--- src/sv/sirt_pkg.sv ---
// Package for the session index relay table: payload structs, message codes,
// walk kinds and state encodings. No dependencies.
`default_nettype none
package sirt_pkg;
    localparam int TableDepth = 256;
    localparam int PtrW = $clog2(TableDepth);
    localparam int CntW = $clog2(TableDepth + 1);
    localparam logic [31:0] MsgInit = 32'd1;
    localparam logic [31:0] MsgResp = 32'd2;
    localparam logic [31:0] MsgData = 32'd4;
    localparam logic [15:0] MinLenReset = 16'd40;
    localparam logic CfgRelayAddr = 1'b0;
    localparam logic CfgMinLen = 1'b1;
    localparam int QDepth = 2;

    typedef struct packed {
        logic        cmd;
        logic        is_udp;
        logic [15:0] udp_length;
        logic [31:0] msg_type;
        logic [31:0] first_index;
        logic [31:0] second_index;
        logic [31:0] src_addr;
        logic [31:0] dst_addr;
    } in_item_t;

    typedef struct packed {
        logic        verdict;
        logic [31:0] out_src_addr;
        logic [31:0] out_dst_addr;
    } out_item_t;

    typedef enum logic [2:0] {
        OP_PASS,
        OP_SRC_REWRITE,
        OP_INIT_APPEND,
        OP_INIT_REDIRECT,
        OP_RESP,
        OP_DATA
    } op_t;

    typedef struct packed {
        op_t         op;
        logic [31:0] first_index;
        logic [31:0] second_index;
        logic [31:0] src_addr;
        logic [31:0] dst_addr;
        logic [31:0] relay_addr;
    } job_t;

    typedef enum logic [2:0] {
        ST_IDLE,
        ST_ISSUE,
        ST_WAIT,
        ST_CHECK,
        ST_DONE
    } back_state_t;
endpackage
`default_nettype wire

--- src/sv/sirt_front.sv ---
// Front part: config registers, item classification and the job queue.
// Depends on sirt_pkg.
`default_nettype none
module sirt_front (
    input  wire logic               clk,
    input  wire logic               rst_n,
    input  wire logic               push,
    output logic                    full,
    input  wire sirt_pkg::in_item_t in_item,
    input  wire logic               cfg_valid,
    output logic                    cfg_ready,
    input  wire logic               cfg_index,
    input  wire logic [31:0]        cfg_data,
    output sirt_pkg::job_t          job,
    output logic                    job_valid,
    input  wire logic               job_take
);
    import sirt_pkg::*;

    logic [31:0] relay_reg;
    logic [15:0] minlen_reg;
    job_t        q_reg [QDepth];
    logic        rd_reg, wr_reg;
    logic [1:0]  cnt_reg;
    logic        tracked;
    job_t        new_job;

    assign cfg_ready = 1'b1;
    assign full = (cnt_reg == 2'(QDepth));
    assign job_valid = (cnt_reg != 2'd0);
    assign job = q_reg[rd_reg];

    always_comb
    begin
        tracked = in_item.is_udp && (in_item.udp_length >= minlen_reg) &&
                  (in_item.msg_type == MsgInit || in_item.msg_type == MsgResp ||
                   in_item.msg_type == MsgData);
        new_job.first_index = in_item.first_index;
        new_job.second_index = in_item.second_index;
        new_job.src_addr = in_item.src_addr;
        new_job.dst_addr = in_item.dst_addr;
        new_job.relay_addr = relay_reg;
        if (!tracked)
            new_job.op = OP_PASS;
        else if (in_item.cmd)
            new_job.op = OP_SRC_REWRITE;
        else if (in_item.msg_type == MsgInit)
            new_job.op = (in_item.dst_addr == relay_reg) ? OP_INIT_REDIRECT : OP_INIT_APPEND;
        else if (in_item.msg_type == MsgResp)
            new_job.op = OP_RESP;
        else
            new_job.op = OP_DATA;
    end

    always_ff @(posedge clk or negedge rst_n)
    begin
        if (!rst_n)
        begin
            relay_reg <= '0;
            minlen_reg <= MinLenReset;
            rd_reg <= 1'b0;
            wr_reg <= 1'b0;
            cnt_reg <= '0;
        end
        else
        begin
            if (cfg_valid)
            begin
                if (cfg_index == CfgRelayAddr)
                    relay_reg <= cfg_data;
                else
                    minlen_reg <= cfg_data[15:0];
            end
            if (push && !full)
                wr_reg <= ~wr_reg;
            if (job_take && job_valid)
                rd_reg <= ~rd_reg;
            cnt_reg <= cnt_reg + 2'(push && !full) - 2'(job_take && job_valid);
        end
    end

    always_ff @(posedge clk)
    begin
        if (push && !full)
            q_reg[wr_reg] <= new_job;
    end
endmodule
`default_nettype wire

--- config.mk ---
export PLATFORM = sky130hd
export DESIGN_NAME = sirt_front
export DESIGN_NICKNAME = d
export VERILOG_FILES = /design/src/sv/sirt_pkg.sv /design/src/sv/sirt_front.sv
export SDC_FILE = /design/constraint.sdc
export NUM_CORES = 1
export LEC_CHECK = 0
export CAP_MARGIN = 10
export CORE_ASPECT_RATIO = 1.25
export CORE_MARGIN = 3
export CORE_UTILIZATION = 57
export DETAILED_ROUTE_END_ITERATION = 16
export DONT_BUFFER_PORTS = 1
export GPL_TIMING_DRIVEN = 0
export PLACE_DENSITY = 0.77
export RECOVER_POWER = 50
export SETUP_SLACK_MARGIN = 0.1
export SLEW_MARGIN = 10
export SYNTH_ARGS = -nofsm -noshare
export SYNTH_HDL_FRONTEND = slang
export SYNTH_SLANG_ARGS = --single-unit
--- constraint.sdc ---
create_clock -name clk -period 8.2 [get_ports clk]
set_input_delay 1.64 -clock clk [delete_from_list [all_inputs] [get_ports clk]]
set_output_delay 1.64 -clock clk [all_outputs]
set_load 0.05 [all_outputs]
==> out/qor.yml <==
cts.hold.buffers_added: 0
setup_viol_count_final: 0
arrival_ns: 2.47
yosysTopAreaCellShare: 0.667
cts-htree-levels: 2
post_drt_via_cell_ratio: 5.77
tritoncts: "done"
place.detailed.hpwl_mm: 22.2
routed_wirelength_mm: 30.5
netlist_area_um2: 14700
start_util: 0.580
timing.critical_path.from_type: "flip-flop"
groute.layer.met1.usage: 0.230
violations: "capacitance limit, slew limit"
postLayoutSetupSlackWorst_ns: 4.09
finClkSkew_ns: 0.0195
rsz0062_at_grt: "no"
mean_instance_size_in_the_synthesized_netlist_um2: 19.6
timing.final.crit_period_ns: 4.11
drc: 0
rows: 65
global_route.overflow_total: 0
post-synth-top-count-cell: "edfxtp_1"
synth_fa_ha_area_frac: 0.0153
gr-usage-met3: 0.0791
finalPower_uw: 6890
synth_top_family_by_area: "multiplexers"
die_width_um: 150
synthMuxAreaShare: 0.162
min_path_type: "flip-flop to flip-flop"
synthesis.instances: 750
synth_seq_cells: 378
syn-num-nets: 984
combinationalPowerShare: 0.376
reg2reg_slack_ns: 4.77
clk_root_buffer_cell: "clkbuf_16"
numClockSinks: 378
post_cts.resized_instances: 0
overall_via_count_from_detail_route: 6703
internal_power_uw: 4110
largest_register_ffs: 326
clkPwrFrac: 0.230
antenna_found_initial: 4
post-route-util: 0.649
yosysWarnings: 0
placement.io_buffers: 0
post_dr_wirelength_cell_um: 26.2
main_area_contributors_after_synthesis: "edfxtp_1 67%, mux2_2 15%, dfrtp_1 8.5%"
ctsLongestPathBuffers: 3
layout-area-overhead-vs-synth_pct: 11.9
grt_first_pass_wirelength_mm: 43.4
worstSetupEndpointType: "primary output"
post_synth_most_frequent_cells: "326 x edfxtp_1, 201 x mux2_2, 50 x dfrtp_1, 31 x xnor2_1, 21 x inv_1"
num_io_pins: 382
clock_buffer_count_from_cts: 36
min_period_over_period: 0.502
switching_share: 0.404
postRouteAntennaNets: 0
yosys.area_share.xor_xnor: 0.0227
worstMarginPinSlew_ns: 2.06
drive_gt1_frac: 0.357
max_clock_freq_mhz: 243
use_met2: 0.385
portion_of_total_power_attributed_to_sequential_cells: 0.394
irDropWorstVdd_mv: 0.223
clock_insertion_delay_worst_skew_ns: 0.51
floorplan.core_area_um2: 25300
finish.net_count: 1030
clkSlewWorstSetupHoldPaths_ns: 0.06
gp_congestion: 0.843
yosys.cell_types.count: 42
post_place_setup_slack_ns: 4.61
netSwitchingPower_uw: 2790
slew_violations: 40
layout.area.seq_um2: 11100
synth_area_leader_cell: "edfxtp_1"
cellPowerDensity_nw_per_um2: 420
power.leakage_uw: 0.00567
dominantRegCellSynth: "edfxtp_1"
cp_max_fo: 10
die_h_um: 185
asyncSetResetFlopFracSynth: 0.138
cts_post_setup_buffers_inserted: 0
via_count_of_the_first_global_routing_pass: 7149
cap_viol_max_count: 1
synth_enable_flop_cells: 326
die_area_um2: 27700
combined_area_of_the_multi_input_logic_cells_um2: 3390
global_route.usage.total: 0.210
grt_most_used_layer: "met2"
status: "complete, but fails checks"
wp_data_required_ns: 6.56
synth_compound_area_frac: 0.00895
cp_class: "flip-flop to primary output"
maxSlewHeadroom: -0.373
detailedRoute.firstPassIterationCount: 4
seq_total_area_yosys: 0.756
dr.first_iter.drc_count: 309
post_synth_and_or_nand_nor_area_fraction: 0.0217
finalHoldViolCount: 0
final.setup.tns_ns: 0
fill_cells: 1677
grt_max_degree: 68
hold_slack_ns: 0.503
per-stage QoR:
stage,instance area [um^2],cells
2_1_floorplan,14700,750
6_report,16400,1162
3_5_place_dp,15300,1093
5_1_grt,16400,1162
3_3_place_gp,15100,1085
4_1_cts,16500,1159
final timing paths:
check                                end  cells past startpoint       start
min reg2reg                   cnt_reg[1]                      1  cnt_reg[1]
max reg2reg                q_reg[0][111]                      6  cnt_reg[1]
max in group asynchronous  minlen_reg[3]                      0       rst_n
max                              job[83]                      3      rd_reg
min in group asynchronous  relay_reg[28]                      0       rst_n
min                           cnt_reg[1]                      1  cnt_reg[1]
cells by family (layout without fill, tap and decap cells):
| kind of cell | after synthesis | in the layout |
|---|---|---|
| buf+inv | 45 | 119 |
| xor+xnor | 38 | 38 |
| compound gates | 17 | 17 |
| mux | 211 | 211 |
| fa+ha+maj | 18 | 18 |
| flops | 378 | 378 |
| other cells | 1 | 4 |
| simple gates | 42 | 42 |
layout by cell type (no fill, tap or decap), types with 2 or more instances in the layout:
master and n:
edfxtp_1 326, mux2_2 201, dfrtp_1 50, clkbuf_16 37, xnor2_1 31, inv_1 21
buf_2 18, ha_1 18, clkbuf_1 14, mux2_1 10, nand4_1 9, xor2_1 7
nor4_2 6, clkinv_1 6, nor3_1 4, clkinv_2 4, clkbuf_8 4, buf_12 4
diode_2 3, a21oi_1 3, nand2_1 3, nor4_1 3, inv_6 3, buf_16 3
a21o_1 2, nor2b_1 2, o211ai_1 2, and3_1 2, o21ai_0 2, a31oi_1 2
nor2_1 2, nand3_1 2, clkinvlp_4 2, bufinv_16 2, dfstp_2 2
per-layer routing:
metal  wire (um)  vias to the layer above
li1            -                     2998
met1       10300                     3342
met2       16300                      317
met3        3190                       44
met4         642                        2
met5           7                        -
worst max-delay path, cell delays in order (launching register included):
cell,delay [ns]
dfrtp_1,0.33
clkbuf_1,0.58
clkbuf_1,0.51
mux2_2,0.54
layout make-up:
class,count,area share
Clock inverter,17,0.00876
Clock buffer,49,0.0616
Timing Repair Buffer,8,0.0101
Sequential cell,378,0.675
Tap cell,335,0.0255
Antenna cell,3,0.000457
Inverter,21,0.00480
Buffer,24,0.00709
Multi-Input combinational cell,327,0.206
power by group through the flow:
stage               combinational (uW)  sequential, uW  clock [uW]
finish                            2590            2720        1590
global route                      2680            2750        1700
global placement                  2510            2830           0
CTS                               2640            2720        1620
floorplan                         2230            2770           0
detailed placement                2630            2750           0
Note: power is estimated with default switching activity, not from simulation.
